### config.mk
export PLATFORM = sky130hd
export DESIGN_NAME = gsg_front_flat
export DESIGN_NICKNAME = d
export VERILOG_FILES = /design/src/gsg_pkg.sv /design/src/gsg_in_if.sv /design/src/gsg_front.sv /design/src/flat_wrapper.sv
export SDC_FILE = /design/constraint.sdc
export NUM_CORES = 1
export LEC_CHECK = 0
export BUFFER_PORTS_ARGS = -buffer_cell sky130_fd_sc_hd__buf_4
export CAP_MARGIN = 5
export CELL_PAD_IN_SITES_DETAIL_PLACEMENT = 1
export CELL_PAD_IN_SITES_GLOBAL_PLACEMENT = 1
export CORE_AREA = 2 2 103 105
export DETAILED_ROUTE_END_ITERATION = 10
export DIE_AREA = 0 0 105 107
export GPL_TIMING_DRIVEN = 1
export PLACE_DENSITY = 0.78
export SETUP_SLACK_MARGIN = 0.15
export SYNTH_ARGS = -nofsm -noshare
export SYNTH_HDL_FRONTEND = slang
export SYNTH_SLANG_ARGS = --single-unit
### constraint.sdc
create_clock -name vclk -period 0.8
set_input_delay 0.08 -clock vclk [all_inputs]
set_output_delay 0.08 -clock vclk [all_outputs]
set_load 0.01 [all_outputs]
### src/gsg_pkg.sv
// Shared types and constants for the gradient span generator.
// No dependencies; every other file but the two channel interfaces imports this package.
package gsg_pkg;

	localparam int LAYER_WORDS = 8;
	localparam int QUEUE_DEPTH = 2;
	localparam int CFG_IDX_W = 2;

	// input item modes
	typedef enum logic [1:0] {
		MODE_LUT   = 2'd0,
		MODE_LAYER = 2'd1,
		MODE_SPAN  = 2'd2,
		MODE_NONE  = 2'd3
	} mode_t;

	// configuration register indexes
	localparam logic [CFG_IDX_W-1:0] CFG_LAYER_COUNT = 2'd0;
	localparam logic [CFG_IDX_W-1:0] CFG_ALL_FLAT    = 2'd1;
	localparam logic [CFG_IDX_W-1:0] CFG_FLAT_COLOR  = 2'd2;

	// layer control word codes
	localparam logic [1:0] KIND_LINEAR    = 2'd1;
	localparam logic [1:0] KIND_RADIAL    = 2'd2;
	localparam logic [1:0] SPREAD_REPEAT  = 2'd1;
	localparam logic [1:0] SPREAD_REFLECT = 2'd2;

	typedef enum logic [1:0] {OP_LUT, OP_LAYER, OP_SPAN} op_t;

	typedef struct packed {
		op_t                op;
		logic [9:0]         addr;
		logic [63:0]        data;
		logic signed [15:0] x;
		logic signed [15:0] y;
		logic signed [7:0]  dx;
		logic signed [7:0]  dy;
		logic [6:0]         len;
	} cmd_t;

	typedef struct packed {
		logic [2:0]  layer_count;
		logic        all_flat;
		logic [63:0] flat_color;
	} cfg_t;

	typedef enum logic [4:0] {
		ST_IDLE, ST_FETCH, ST_MUL, ST_INIT1, ST_INIT2, ST_PIX, ST_SQ1, ST_SQ2,
		ST_SQRT, ST_RIDX, ST_LK1, ST_LK2, ST_LK3, ST_LK4, ST_OUT_RD, ST_OUT_LD
	} state_t;

	typedef enum logic [1:0] {SRC_LUT, SRC_PAD, SRC_FLAT} src_t;

	typedef enum logic [1:0] {OSRC_RAW, OSRC_MIX, OSRC_FLAT, OSRC_ZERO} osrc_t;

endpackage

### src/gsg_in_if.sv
// Input channel of the gradient span generator: valid/ready plus item fields.
// No dependencies.
interface gsg_in_if;
	logic               valid;
	logic               ready;
	logic [1:0]         mode;
	logic [9:0]         addr;
	logic [63:0]        data;
	logic signed [15:0] pos_x;
	logic signed [15:0] pos_y;
	logic signed [7:0]  step_x;
	logic signed [7:0]  step_y;
	logic [6:0]         span_length;

	modport source(output valid, mode, addr, data, pos_x, pos_y, step_x, step_y,
		span_length, input ready);
	modport sink(input valid, mode, addr, data, pos_x, pos_y, step_x, step_y,
		span_length, output ready);
endinterface

### src/gsg_front.sv
// Front end: accepts input beats, drops empty ones, builds queue commands.
// Depends on gsg_pkg and gsg_in_if.
module gsg_front #(
	parameter int MAX_SPAN = 64
) (
	gsg_in_if.sink          in_ch,
	output logic            push_valid,
	input  logic            push_ready,
	output gsg_pkg::cmd_t   push_cmd
);
	import gsg_pkg::*;

	logic keep;

	// drop the unused mode and empty spans
	always_comb begin
		keep = 1'b1;
		if (in_ch.mode == MODE_NONE) keep = 1'b0;
		if (in_ch.mode == MODE_SPAN && in_ch.span_length == 7'd0) keep = 1'b0;
	end

	assign in_ch.ready = push_ready;
	assign push_valid  = in_ch.valid && keep;

	// classify and clamp the span length
	always_comb begin
		case (in_ch.mode)
			MODE_LUT:   push_cmd.op = OP_LUT;
			MODE_LAYER: push_cmd.op = OP_LAYER;
			default:    push_cmd.op = OP_SPAN;
		endcase
		push_cmd.addr = in_ch.addr;
		push_cmd.data = in_ch.data;
		push_cmd.x    = in_ch.pos_x;
		push_cmd.y    = in_ch.pos_y;
		push_cmd.dx   = in_ch.step_x;
		push_cmd.dy   = in_ch.step_y;
		push_cmd.len  = (int'(in_ch.span_length) > MAX_SPAN) ? 7'(MAX_SPAN)
			: in_ch.span_length;
	end
endmodule

### src/flat_wrapper.sv
// flat-port wrapper written by rule: the top's interface ports become plain ports
module gsg_front_flat import gsg_pkg::*;
#(
	parameter int MAX_SPAN = 64
)
  (push_valid, push_ready, push_cmd, in_ch_valid, in_ch_mode, in_ch_addr, in_ch_data, in_ch_pos_x, in_ch_pos_y, in_ch_step_x, in_ch_step_y, in_ch_span_length, in_ch_ready);
  gsg_in_if in_ch_i ();
  output logic push_valid;
  input  logic push_ready;
  output gsg_pkg::cmd_t push_cmd;
  input wire logic [$bits(in_ch_i.valid)-1:0] in_ch_valid;
  input wire logic [$bits(in_ch_i.mode)-1:0] in_ch_mode;
  input wire logic [$bits(in_ch_i.addr)-1:0] in_ch_addr;
  input wire logic [$bits(in_ch_i.data)-1:0] in_ch_data;
  input wire logic [$bits(in_ch_i.pos_x)-1:0] in_ch_pos_x;
  input wire logic [$bits(in_ch_i.pos_y)-1:0] in_ch_pos_y;
  input wire logic [$bits(in_ch_i.step_x)-1:0] in_ch_step_x;
  input wire logic [$bits(in_ch_i.step_y)-1:0] in_ch_step_y;
  input wire logic [$bits(in_ch_i.span_length)-1:0] in_ch_span_length;
  output wire logic [$bits(in_ch_i.ready)-1:0] in_ch_ready;
  assign in_ch_i.valid = in_ch_valid;
  assign in_ch_i.mode = in_ch_mode;
  assign in_ch_i.addr = in_ch_addr;
  assign in_ch_i.data = in_ch_data;
  assign in_ch_i.pos_x = in_ch_pos_x;
  assign in_ch_i.pos_y = in_ch_pos_y;
  assign in_ch_i.step_x = in_ch_step_x;
  assign in_ch_i.step_y = in_ch_step_y;
  assign in_ch_i.span_length = in_ch_span_length;
  assign in_ch_ready = in_ch_i.ready;
  gsg_front #(.MAX_SPAN(MAX_SPAN)) u_core (.in_ch(in_ch_i), .push_valid(push_valid), .push_ready(push_ready), .push_cmd(push_cmd));
endmodule
* After elaboration in Yosys (flattened, before gate mapping)
Index checks and enable logic that the tools add are counted.
** Word-level totals
- Bits in registers :: 0
- Output and inout port bits :: 133
** Operators by class
- $lt $le $gt $ge :: 1
- Equal/unequal tests :: 3
- Mux-type cells :: 4
- Reductions and logical operators :: 4
** Operators with widths (number)
- > comparator 7 bit, second input constant :: 1
- zero test 7 bit :: 1
- 2-to-1 mux 7 bit :: 1
- == test 2 bit, second input constant :: 2
- case mux 2 bit (2 select lines) :: 1
- == test 2 x 1 -> 1 bit, second input constant :: 1
- logical AND 1 bit :: 2
- zero test 2 bit :: 1
- 2-to-1 mux 1 bit :: 2

* Depth between registers and ports, before layout
- Depth after elaboration :: 4
- Depth in mapped cells :: 2
- Depth with buffers taken out :: 2

* Worst setup path before layout
No wires, ideal clock.
- Path kind :: input to output
- Start point :: input in_ch_mode[1]
- End point :: output push_valid
- Arrival :: 520 ps
- Setup slack :: 200 ps
- Cell stages on the path :: 2
- Path through :: nor4b_2 > a221oi_2
** Between the ends
- Cells in the longest elaborated chain, start to end :: 4
- Elaborated cells on any way between the ends :: 6
- Those cells by class :: eq/ne (2); mux (2); reduce/logical (2)
** RTL lines
- from (decl) :: RTL line flat_wrapper.sv:12 : input wire logic [$bits(in_ch_i.mode)-1:0] in_ch_mode;
- == test 2 bit, on equally long branches :: RTL line gsg_front.sv:18, gsg_front.sv:19
- 2-to-1 mux 1 bit / logical AND 1 bit (equally long branches) :: RTL line gsg_front.sv:18, gsg_front.sv:19
- 2-to-1 mux 1 bit (*) :: RTL line gsg_front.sv:19 : if (in_ch.mode == MODE_SPAN && in_ch.span_length == 7'd0) keep = 1'b0;
- logical AND 1 bit (*) :: RTL line gsg_front.sv:23 : assign push_valid = in_ch.valid && keep;
- to (decl) :: RTL line flat_wrapper.sv:8 : output logic push_valid;
Every way passes the cells marked *; elsewhere a longest branch is shown, timed or not.

* Worst setup path in the final report
- Start point :: input in_ch_span_length[0]
- End point :: output push_valid
** Between the ends
- Cells in the longest elaborated chain, start to end :: 4
** RTL lines
- from (decl) :: RTL line flat_wrapper.sv:19 : input wire logic [$bits(in_ch_i.span_length)-1:0] in_ch_span_length;
- zero test 7 bit :: RTL line gsg_front.sv:19
- logical AND 1 bit :: RTL line gsg_front.sv:19
- 2-to-1 mux 1 bit :: RTL line gsg_front.sv:19
- logical AND 1 bit :: RTL line gsg_front.sv:23
Every way passes these cells.

==> results.ini <==
[run_status]
status=finished, violations left
violations=setup timing

[pwr]
power_density_nw_per_um2=378
total_power_uw=199
ir_drop_uv=66.1
p_leak_uw=0.000186

[grt]
grtUsageTotal_pct=4.92
grt_use_met3_pct=8.45
grt_pass1_vias=482
grt_pass1_wl_mm=3.82
antenna_found_initial=0
grtUsageMet1_pct=0.656
grt_start_max_net_pins=8
busiest_layer=met3
gr-total-overflow=0
grt_use_met2_pct=6.73

[final_layout]
diodes=0
nets=169
multi_input_area_um2=126
fillers=1226
final_cell_count_no_fill=170
drive_above_1_share_pct=97.1
synthToLayoutAreaGrowth_pct=-49.0
utilization_pct=5.21
register_area_um2=0
fin_area_um2=526
seq_cells=0
nClkBuffers=0

[sta]
grt_setup_unrepaired=true
report.final.hold_viol_count=0
whs_ns=0.160
max_slew_margin_pct=85.6
fin_crit_ns=0.806
drv_slew=0
setup_viol_count_final=1
tightest_slew_ns=0.215
timing.fmax_ghz=1.24
period_share_pct=101
fin_ws_ns=-0.00626

[critical_path]
criticalPathCategory=in -> out
worstPathRequired_ns=0.72
crit_arrival_ns=0.73
cp_max_fo=2
cp_cell_sequence=buf_4 > nor4_4 > a221oi_2 > buf_4
cp-start-kind=primary input
cp-end-kind=primary output
cpPeakStageDelay_ns=0.26
slowest_stage=nor4_4
path_buf_inv=2
cp_common_cell=buf_4
cp_top_family=buffers and inverters

[logic_synthesis]
synth_cell_types=8
syn_area_per_cell_um2=7.57
synthesis.nets=269
seq_area_frac_synth_pct=0
synthTopCellsByArea=buf_4 90%, and2b_2 5.1%, a221oi_2 1.5%, nor4b_2 1.5%, clkbuf_1 0.73%
synthTopCellsByCount=123 x buf_4, 6 x and2b_2, 2 x clkbuf_1
synth_area_um2=1030
yosysMostFrequentCell=buf_4
synthCells=136
synth_top_cell_area_share_pct=89.7
ys_warn_count=0
synth_top_area_cell=buf_4

[place]
port_buffers=20
dpl_cell_area_um2=442
place_congestion=0.531
placedCellCount=170

[drt]
drcViolationCount=0
drt_wl_total_mm=3.23
viasPerCell=2.28
firstDrtPassIters=2
route.vias.total=387
ant_nets=0
drtIter0Drc=6
wl_per_cell_um=19.0

[floorplanning]
dieArea_um2=11200
ios=266
start_util_pct=10.2
core_area_um2=10100
die_x_um=105
die_y_um=107
rows=37

[flow_run]
cap_violations=0

[worst_hold_path]
min_path_type=in -> out

[clocking]
postCtsHoldBufs=0

==> worst paths after layout <==
check	from	endpoint	slack, ns	depth (start not counted)
setup / recovery	in_ch_span_length[0]	push_valid	-0.006	4
hold / removal	in_ch_data[57]	push_cmd[112]	0.16	0
==> stage by stage <==
step | worst slack (ns) | setup TNS [ns]
after global routing | -0.0433 | -0.0433
after floorplan | 0.200 | 0
after detailed placement | -0.0851 | -0.0851
after CTS | -0.0324 | -0.0324
final | -0.00626 | -0.00626
after global placement | -0.0742 | -0.0742
==> cell families after synthesis <==
logic type      after synthesis  share of synthesized area, %
buf+inv                     126                          90.8
compound gates                1                          1.46
simple gates                  9                          7.78
==> routing by layer <==
layer | share of wire, % | vias up
li1 | - | 85
met1 | 7.9 | 118
met2 | 39 | 118
met3 | 37 | 66
met4 | 17 | 0
met5 | 0 | -
==> layout make-up <==
type | count | area share (%)
Multi-Input combinational cell | 10 | 24.0
Tap cell | 136 | 32.4
Timing Repair Buffer | 23 | 42.9
Inverter | 1 | 0.714
==> cell usage in the layout, fill, tap and decap left out <==
cell type	instances
a221oi_2	1
nor4b_4	1
buf_8	2
and2b_2	6
nor4_4	1
nor2b_4	1
buf_6	10
inv_1	1
buf_4	11
==> report_power, final <==
part | total, uW | switching, uW | leakage (uW) | internal (uW)
logic | 199 | 75.2 | 0.000186 | 123
clock network | 0 | 0 | 0 | 0
registers | 0 | 0 | 0 | 0
total | 199 | 75.2 | 0.000186 | 123
==> repair_timing <==
action                                  4_1_cts  5_1_grt
setup buffers                                 0        0
resized for setup                            15        4
gates cloned                                  0        0
endpoints found under the setup margin        7        8
hold endpoints to repair                      0        0
pin swaps                                     2        2
(Power assumes the default switching activity.)
