===== config.mk =====
export PLATFORM = sky130hd
export DESIGN_NAME = gsg_queue
export DESIGN_NICKNAME = d
export VERILOG_FILES = /design/src/gsg_pkg.sv /design/src/gsg_queue.sv
export SDC_FILE = /design/constraint.sdc
export NUM_CORES = 1
export LEC_CHECK = 0
export ABC_CLOCK_PERIOD_IN_PS = 18300
export BUFFER_PORTS_ARGS = -buffer_cell sky130_fd_sc_hd__buf_4
export CAP_MARGIN = 20
export CELL_PAD_IN_SITES_DETAIL_PLACEMENT = 1
export CELL_PAD_IN_SITES_GLOBAL_PLACEMENT = 1
export CORE_ASPECT_RATIO = 2
export CORE_UTILIZATION = 30
export CTS_CLUSTER_DIAMETER = 40
export DETAILED_ROUTE_END_ITERATION = 10
export PLACE_DENSITY = 0.66
export SLEW_MARGIN = 20
export SYNTH_ARGS = -nofsm -noshare
export SYNTH_HDL_FRONTEND = slang
export SYNTH_SLANG_ARGS = --single-unit

===== constraint.sdc =====
create_clock -name clk -period 18.3 [get_ports clk]
set_input_delay 0.915 -clock clk [delete_from_list [all_inputs] [get_ports clk]]
set_output_delay 0.915 -clock clk [all_outputs]
set_load 0.05 [all_outputs]

===== src/gsg_pkg.sv =====
// Shared types and constants for the gradient span generator.
// No dependencies; every other file but the two channel interfaces imports this package.
package gsg_pkg;

	localparam int LAYER_WORDS = 8;
	localparam int QUEUE_DEPTH = 2;
	localparam int CFG_IDX_W = 2;

	// input item modes
	typedef enum logic [1:0] {
		MODE_LUT   = 2'd0,
		MODE_LAYER = 2'd1,
		MODE_SPAN  = 2'd2,
		MODE_NONE  = 2'd3
	} mode_t;

	// configuration register indexes
	localparam logic [CFG_IDX_W-1:0] CFG_LAYER_COUNT = 2'd0;
	localparam logic [CFG_IDX_W-1:0] CFG_ALL_FLAT    = 2'd1;
	localparam logic [CFG_IDX_W-1:0] CFG_FLAT_COLOR  = 2'd2;

	// layer control word codes
	localparam logic [1:0] KIND_LINEAR    = 2'd1;
	localparam logic [1:0] KIND_RADIAL    = 2'd2;
	localparam logic [1:0] SPREAD_REPEAT  = 2'd1;
	localparam logic [1:0] SPREAD_REFLECT = 2'd2;

	typedef enum logic [1:0] {OP_LUT, OP_LAYER, OP_SPAN} op_t;

	typedef struct packed {
		op_t                op;
		logic [9:0]         addr;
		logic [63:0]        data;
		logic signed [15:0] x;
		logic signed [15:0] y;
		logic signed [7:0]  dx;
		logic signed [7:0]  dy;
		logic [6:0]         len;
	} cmd_t;

	typedef struct packed {
		logic [2:0]  layer_count;
		logic        all_flat;
		logic [63:0] flat_color;
	} cfg_t;

	typedef enum logic [4:0] {
		ST_IDLE, ST_FETCH, ST_MUL, ST_INIT1, ST_INIT2, ST_PIX, ST_SQ1, ST_SQ2,
		ST_SQRT, ST_RIDX, ST_LK1, ST_LK2, ST_LK3, ST_LK4, ST_OUT_RD, ST_OUT_LD
	} state_t;

	typedef enum logic [1:0] {SRC_LUT, SRC_PAD, SRC_FLAT} src_t;

	typedef enum logic [1:0] {OSRC_RAW, OSRC_MIX, OSRC_FLAT, OSRC_ZERO} osrc_t;

endpackage


===== src/gsg_queue.sv =====
// Short command queue between the front end and the span engine.
// Depends on gsg_pkg.
module gsg_queue (
	input  logic          clk,
	input  logic          arst_n,
	input  logic          push_valid,
	output logic          push_ready,
	input  gsg_pkg::cmd_t push_cmd,
	output logic          pop_valid,
	output gsg_pkg::cmd_t pop_cmd,
	input  logic          pop
);
	import gsg_pkg::*;

	localparam int PW = (QUEUE_DEPTH > 1) ? $clog2(QUEUE_DEPTH) : 1;

	cmd_t            slot_q [QUEUE_DEPTH];
	logic [PW-1:0]   wr_ptr_q;
	logic [PW-1:0]   rd_ptr_q;
	logic [PW:0]     count_q;
	logic            do_push;
	logic            do_pop;

	assign push_ready = (int'(count_q) < QUEUE_DEPTH);
	assign pop_valid  = (count_q != '0);
	assign pop_cmd    = slot_q[rd_ptr_q];
	assign do_push    = push_valid && push_ready;
	assign do_pop     = pop && pop_valid;

	// advance pointers and fill level
	always_ff @(posedge clk or negedge arst_n) begin
		if (!arst_n) begin
			wr_ptr_q <= '0;
			rd_ptr_q <= '0;
			count_q  <= '0;
		end else begin
			if (do_push) wr_ptr_q <= (int'(wr_ptr_q) == QUEUE_DEPTH - 1) ? '0 : wr_ptr_q + 1'b1;
			if (do_pop)  rd_ptr_q <= (int'(rd_ptr_q) == QUEUE_DEPTH - 1) ? '0 : rd_ptr_q + 1'b1;
			if (do_push && !do_pop) count_q <= count_q + 1'b1;
			else if (do_pop && !do_push) count_q <= count_q - 1'b1;
		end
	end

	// hold command payloads
	always_ff @(posedge clk) begin
		if (do_push) slot_q[wr_ptr_q] <= push_cmd;
	end
endmodule


=== Yosys cells after proc, flatten, opt, wreduce, memory -nomap -nowiden ===
Memory sizes are Yosys's and may differ from the RTL's.
Cells that the tools add are included.

* Output and inout port bits: 133
* Word-level logic and storage cells: 23
* Memory bits (writable): 262
* Memories kept: 1
* Flip-flop bits (word level): 4

* Muxes and demuxes: 6
* Reductions and logical operators: 8
* $lt $le $gt $ge: 1
* Add/subtract/negate cells: 4

{| class="wikitable"
|+ Memory list
! memory !! words !! bits a word !! rd ports !! clocked after Yosys merged registers in !! wr ports !! RTL line !! text
|-
| slot_q || 2 || 131 || 1 || 0 || 1 || gsg_queue.sv:17 || <nowiki>cmd_t slot_q [QUEUE_DEPTH];</nowiki>
|}

{| class="wikitable"
|+ Operator list
! kind !! number
|-
| $logic_and 1x1->1 || 4
|-
| $mux 1 || 4
|-
| $mux 2 || 2
|-
| $reduce_bool 2->1 || 2
|-
| $add 1x1->1 const B || 2
|-
| $add 2x1->2 const B || 1
|-
| $logic_not 1->1 || 2
|-
| $lt 2x2->1 const B || 1
|-
| $sub 2x1->2 const B || 1
|}

=== Longest topological paths before layout ===
Gate-level depths: netlist (run 1).

* Depth in word-level cells: 6
* Mapped depth: 6

=== Worst setup path after synthesis (run 1) ===
OpenSTA, ideal clock, no wires.

* Path kind: input-to-reg
* Start point: input port push_valid
* End point: memory slot_q[0][0] (netlist bit), enable pin
* Arrival time: 6.950 ns
* Library setup time: 0.638 ns
* Path slack: 10.711 ns
* Stages on the path: 2
* Path through: nor2b_1 nor2b_1

* Word-level cells in the longest chain between the ends: 3

{| class="wikitable"
|+ RTL lines
! what !! RTL line !! text
|-
| start: declaration || gsg_queue.sv:6 || <nowiki>input logic push_valid,</nowiki>
|-
| $logic_and 1x1->1 || gsg_queue.sv:27 || <nowiki>assign do_push = push_valid && push_ready;</nowiki>
|-
| $mux 1 || gsg_queue.sv:46 || <nowiki>if (do_push) slot_q[wr_ptr_q] <= push_cmd;</nowiki>
|-
| $mux 1 (implied by the code) || gsg_queue.sv:46 ||
|-
| end: declaration || gsg_queue.sv:17 ||
|}

Every way passes these cells.

==> impl_metrics.py, run 1 <==
metrics = {
    "floorplan": {
        "std_cell_rows": 94,
        "die_h_um": 260,
        "core_um2": 32800,
        "design.portCount": 268,
        "start_util_pct": 30.4,
        "die_x_um": 131,
        "die_area_um2": 34000,
    },
    "routing": {
        "post_drt_wl_per_cell_um": 18.7,
        "wl_mm": 21.8,
        "vias": 4940,
        "via_per_inst": 4.23,
        "ant_nets": 0,
        "drt_pre_antenna_iters": 4,
        "drc": 0,
        "drtIter0Drc": 164,
    },
    "worst_setup_path": {
        "cp-end-kind": "primary output",
        "cp_common_cell": "buf_4",
        "worstPathCellList": "buf_4, mux2_2, buf_4",
        "r2r-start": "count_q[1]",
        "slowest_stage": "dfrtp_4",
        "worstPathArrival_ns": 2.78,
        "critical_path_class": "reg -> out",
        "r2r_cells": 4,
        "reg2reg_to": "slot_q[0][107]",
        "critPathCapture": "pop_cmd[112]",
        "r2r_slack_ns": 15.36,
        "critPathMaxStageDelay_ns": 0.79,
        "cp-startpoint": "rd_ptr_q",
        "cp_max_fo": 51,
        "worstPathRequired_ns": 17.39,
        "start_kind": "flop",
    },
    "grt": {
        "antenna_found_initial": 6,
        "grt_pass1_wl_mm": 30.9,
        "grt_overflow": 0,
        "grt_usage_pct": 12.5,
        "grtUsageMet1_pct": 10.7,
        "grt_max_degree": 72,
        "busiest_layer": "met2",
        "grtUsageMet2_pct": 25.3,
        "grt_pass1_vias": 5299,
        "groute.layer.met3.usage_pct": 3.23,
    },
    "clock_tree": {
        "path_clk_slew_ns": 0.06,
        "cts_hold_buf": 0,
        "h-tree-depth": 1,
        "cts_max_path_buffers": 3,
        "post_cts_resized": 0,
        "cts_setup_buffers": 0,
        "cts_sinks": 266,
        "cts_buffers": 29,
        "clkLatencyLatePin_ns": 0.55,
        "cts_root_buf": "clkbuf_16",
        "cts_tree": "yes",
    },
    "finish": {
        "num-nets-final": 849,
        "fin_area_um2": 13300,
        "utilization_pct": 40.6,
        "syn_to_final_growth_pct": 33.5,
        "multi_input_area_um2": 1870,
        "seq_area_um2": 7970,
        "fillers": 3181,
        "drive_gt1_share_pct": 61.2,
    },
    "logic_synthesis": {
        "synth.distinct_cells": 16,
        "ys_warn_count": 0,
        "syn_area_um2": 9980,
        "synth_seq_cells": 266,
        "yosys-top-cells-area": "edfxtp_1 (79%), mux2_4 (12%), mux2_2 (5.8%)",
        "async_reset_ff_share_pct": 1.50,
        "syn_inst": 425,
        "syn_nets": 561,
        "syn_avg_cell_area_um2": 23.5,
        "synth_most_common_cell": "edfxtp_1",
        "yosys-top-cells-count": "edfxtp_1 (262), mux2_4 (80), mux2_2 (51)",
        "synth_top_area_share_pct": 78.9,
        "yosysSeqAreaShare_pct": 79.9,
        "synth_edf_count": 262,
        "synth_top_area_cell": "edfxtp_1",
        "synth_flop_cell": "edfxtp_1",
    },
    "pwr": {
        "ir_drop_uv": 117,
        "power_density_nw_per_um2": 179,
        "leakagePower_nw": 5.08,
    },
    "status": {
        "status": "complete, no violations",
    },
    "sta": {
        "worst_slew_pin_slew_ns": 1.00,
        "slew_headroom_pct": 33.1,
        "fin_crit_ns": 3.70,
        "hold_violations": 0,
        "rsz0062_at_grt": "false",
        "drv_slew": 0,
        "tns_ns": 0,
        "finalClockSkew_ns": 0.0141,
        "whs_ns": 0.165,
        "clock.fmax_ghz": 0.270,
        "finalSetupViolCount": 0,
        "fin_crit_sh_pct": 20.2,
    },
    "place": {
        "port_buffers": 267,
        "gp_congestion": 0.699,
        "placed_area_um2": 12400,
        "dp_hpwl_mm": 14.9,
    },
    "run": {
        "cap_violations": 0,
    },
    "hold_path": {
        "hold_path_class": "in -> async",
    },
}
[registers in the layout, indices dropped and copies added, names as in the netlist]
| signal | flops |
|---|---|
| slot_q | 262 |
| count_q | 2 |
| wr_ptr_q | 1 |
| rd_ptr_q | 1 |
[worst max-delay path: cells and delay by family (launching register included)]
family / cells / cell delay [ns]
muxes: 1 / 0.43
buffers and inverters: 2 / 0.93
DFF: 1 / 0.79
[logic make-up after synthesis]
family	synth area share (%)
multiplexers	17.8
XOR/XNOR	0.439
buffers and inverters	1.45
AND/OR/NAND/NOR	0.326
flip-flops	79.9
adder cells (fa/ha/maj)	0.125
[per-stage QoR]
stage	setup WS (ns)	total power, mW	std cells
finish	14.60	2.39	1167
global route	14.43	2.48	1166
CTS	14.50	2.43	1164
detailed placement	14.72	1.88	1114
global placement	14.73	1.88	1114
floorplan	10.71	1.63	425
[how the worst min path moves through the flow]
stage / to / slack [ns] / cells after the start
floorplan: wr_ptr_q / 0.46 / 1
global placement: count_q[0] / 0.50 / 1
detailed placement: count_q[0] / 0.52 / 1
CTS: rd_ptr_q / 0.13 / 1
global route: rd_ptr_q / 0.14 / 1
finish: count_q[0] / 0.17 / 1
[routing by layer]
layer  share of wire, %  routed length [um]
met5               0.18                  40
met3                6.5                1410
met1                 30                6580
met4                3.2                 692
met2                 60               13100
[cell usage in the layout, fill, tap and decap left out]
cell          n
and2_4        1
buf_4       272
clkbuf_1      6
clkbuf_16    29
clkinv_1      3
clkinv_2      2
clkinv_4      1
clkinv_8      2
clkinvlp_4    3
dfrtp_1       3
dfrtp_4       1
diode_2       3
edfxtp_1    262
ha_1          1
inv_1         1
inv_6         1
inv_8         3
mux2_2       51
mux2_4       80
nand2_1       1
nor2_1        1
nor2b_1       1
nor2b_4       1
or2_2         1
xnor2_1       3
xor2_1        2
[final cells by class]
type	instances	area share (%)
Multi-Input combinational cell	143	14.1
Timing Repair Buffer	272	15.3
Clock buffer	35	5.62
Tap cell	432	4.06
Antenna cell	3	0.0564
Sequential cell	266	59.9
Clock inverter	15	0.958
Inverter	1	0.0282
[power breakdown]
part,switching [mW],leakage (nW),internal [mW]
Clock,0.239,0.418,0.296
Combinational,0.656,2.21,0.354
Sequential,0.0433,2.45,0.800
Total,0.938,5.08,1.45
Note: power is estimated with default switching activity, not from simulation.
==> run 2: changes to the inputs <==
--- a/config.mk
+++ b/config.mk
@@ -5,7 +5,7 @@
 export SDC_FILE = /design/constraint.sdc
 export NUM_CORES = 1
 export LEC_CHECK = 0
-export ABC_CLOCK_PERIOD_IN_PS = 18300
+export ABC_CLOCK_PERIOD_IN_PS = 3450
 export BUFFER_PORTS_ARGS = -buffer_cell sky130_fd_sc_hd__buf_4
 export CAP_MARGIN = 20
 export CELL_PAD_IN_SITES_DETAIL_PLACEMENT = 1
==> constraint.sdc (replaced) <==
create_clock -name clk -period 3.45 [get_ports clk]
set_input_delay 0.1725 -clock clk [delete_from_list [all_inputs] [get_ports clk]]
set_output_delay 0.1725 -clock clk [all_outputs]
set_load 0.05 [all_outputs]
==> run 2 against run 1 <==
  * Die area unchanged
  * Sequential power increased to 5.3 times the previous value
  * Non-clock buffer count increased by 139
  * Power increased to 5.4 times the previous value
  * Critical path depth unchanged
  * Via count increased by 12%
  * Register-to-register slack got worse by 14 ns
  * Worst setup slack got worse by 14 ns
  * Utilization increased by 4.4 points
  * Global-route usage increased by 1.7 points
  * Design area increased by 11%
  * Final cell count increased by 12%
  * Critical endpoint is now pop_cmd[1]
==> impl_metrics.py, run 2 (same netlist as run 1, synthesis figures left out) <==
metrics = {
    "pwr": {
        "total_power_mw": 13.0,
        "swShare_pct": 38.6,
        "comb_power_share_pct": 43.4,
        "power.internal_mw": 7.97,
        "power_density_nw_per_um2": 880,
        "pwr-share-seq_pct": 34.4,
        "ir_drop_uv": 540,
        "leakagePower_nw": 5.69,
        "p_sw_mw": 5.01,
        "p_clk_share_pct": 22.1,
    },
    "sta": {
        "tns_ns": 0,
        "fin_crit_sh_pct": 74.5,
        "drv_slew": 0,
        "clock.fmax_ghz": 0.389,
        "finalSetupViolCount": 0,
        "hold_violations": 0,
        "slew_headroom_pct": 43.9,
        "rsz0062_at_grt": "false",
        "worst_slew_pin_slew_ns": 0.842,
        "finalClockSkew_ns": 0.0154,
        "fin_crit_ns": 2.57,
    },
    "finish": {
        "regMostFlops": "slot_q",
        "final_cell_mix": "buf_4 (272), edfxtp_1 (262), dlygate4sd3_1 (134)",
        "syn_to_final_growth_pct": 47.8,
        "largest_reg_flops": 262,
        "drive_gt1_share_pct": 51.8,
        "final_common_cell": "buf_4",
        "num-nets-final": 986,
        "reg_top3": "slot_q: 262 flops, count_q: 2 flops",
        "utilization_pct": 44.9,
        "fin_area_um2": 14700,
    },
    "floorplan": {
        "core_um2": 32800,
        "die_h_um": 260,
        "design.portCount": 268,
        "start_util_pct": 30.4,
        "std_cell_rows": 94,
        "die_area_um2": 34000,
        "die_x_um": 131,
    },
    "worst_setup_path": {
        "start_kind": "flop",
        "cp-end-kind": "primary output",
        "critPathMaxStageDelay_ns": 0.78,
        "slowest_stage": "dfrtp_4",
        "critical_path_class": "reg -> out",
        "cp_max_fo": 60,
        "worstPathRequired_ns": 3.28,
        "worstPathCellList": "buf_12, mux2_2, buf_4",
        "worstPathArrival_ns": 2.40,
    },
    "clock_tree": {
        "cts_max_path_buffers": 3,
        "cts_tree": "yes",
        "path_clk_slew_ns": 0.06,
        "h-tree-depth": 1,
        "cts_root_buf": "clkbuf_16",
        "cts_sinks": 266,
        "cts_setup_buffers": 0,
        "clkLatencyLatePin_ns": 0.53,
        "cts_buffers": 27,
    },
    "run": {
        "cap_violations": 0,
    },
    "hold_path": {
        "hold_path_class": "in -> reg",
    },
    "grt": {
        "grt_max_degree": 74,
        "antenna_found_initial": 3,
        "grt_overflow": 0,
        "grt_pass1_vias": 6262,
        "grt_usage_pct": 14.2,
        "grt_pass1_wl_mm": 35.1,
    },
    "place": {
        "dp_hpwl_mm": 16.2,
        "gp_congestion": 0.723,
        "port_buffers": 267,
        "placed_area_um2": 12500,
    },
    "routing": {
        "vias": 5516,
        "drtIter0Drc": 196,
        "post_drt_wl_per_cell_um": 18.8,
        "drt_pre_antenna_iters": 4,
        "drc": 0,
        "ant_nets": 0,
        "via_per_inst": 4.24,
        "wl_mm": 24.5,
    },
    "status": {
        "status": "complete, no violations",
    },
}
run 2: worst max-delay path: cells and delay by family, from the launching register on:
family                 cells  cell delay [ns]
flip-flops                 1             0.78
buffers and inverters      2             0.55
multiplexers               1             0.40
run 2: cell type report:
type	count	area [um2]
fill	3124	18100
sequential	266	7970
timing repair buffer	411	3480
multi-input combinational	143	1870
clock buffer	36	719
tap	432	541
clock inverter	10	143
antenna	3	7.51
inverter	1	3.75
run 2: final timing paths:
kind | from | endpoint | slack, ns | depth (start not counted)
worst max register to register | count_q[1] | slot_q[1][81] | 1.32 | 3
min in group asynchronous | arst_n | count_q[0] | 0.56 | 3
worst min register to register | count_q[0] | count_q[0] | 0.52 | 1
max in group asynchronous | arst_n | rd_ptr_q | 2.69 | 3
worst min-delay path | push_valid | wr_ptr_q | 0.12 | 3
worst max-delay path | rd_ptr_q | pop_cmd[1] | 0.88 | 3
run 2: what timing repair did:
| item | in CTS | in global routing |
|---|---|---|
| resized for setup | 0 | 0 |
| endpoints found under the setup margin | 0 | 0 |
| hold buffers | 134 | 0 |
| endpoints found under the hold margin | 267 | 0 |
run 2: through the flow:
stage	hold slack (ns)	setup slack, ns	cells
finish	0.115	0.881	1302
global route	0.105	0.765	1302
CTS	0.0814	0.831	1299
detailed placement	-0.0191	1.27	1119
global placement	-0.0181	1.36	1119
floorplan	-0.123	0.382	425
run 2: power by group through the flow:
stage	logic (mW)	clock network (mW)	registers [mW]
floorplan	4.15	0	4.43
global placement	5.54	0	4.50
detailed placement	5.56	0	4.54
CTS	5.71	2.97	4.47
global route	5.86	3.06	4.53
finish	5.63	2.87	4.47
run 2: metal layers:
layer / wire, um / vias up / track usage [%] / part of all wire [%]
met1: 7370 / 2732 / 11.8 / 30
met2: 14700 / 194 / 29.2 / 60
met5: 0 / - / 0 / 0
met4: 1280 / 0 / 8.52 / 5.2
li1: - / 2534 / - / -
met3: 1160 / 56 / 2.53 / 4.7
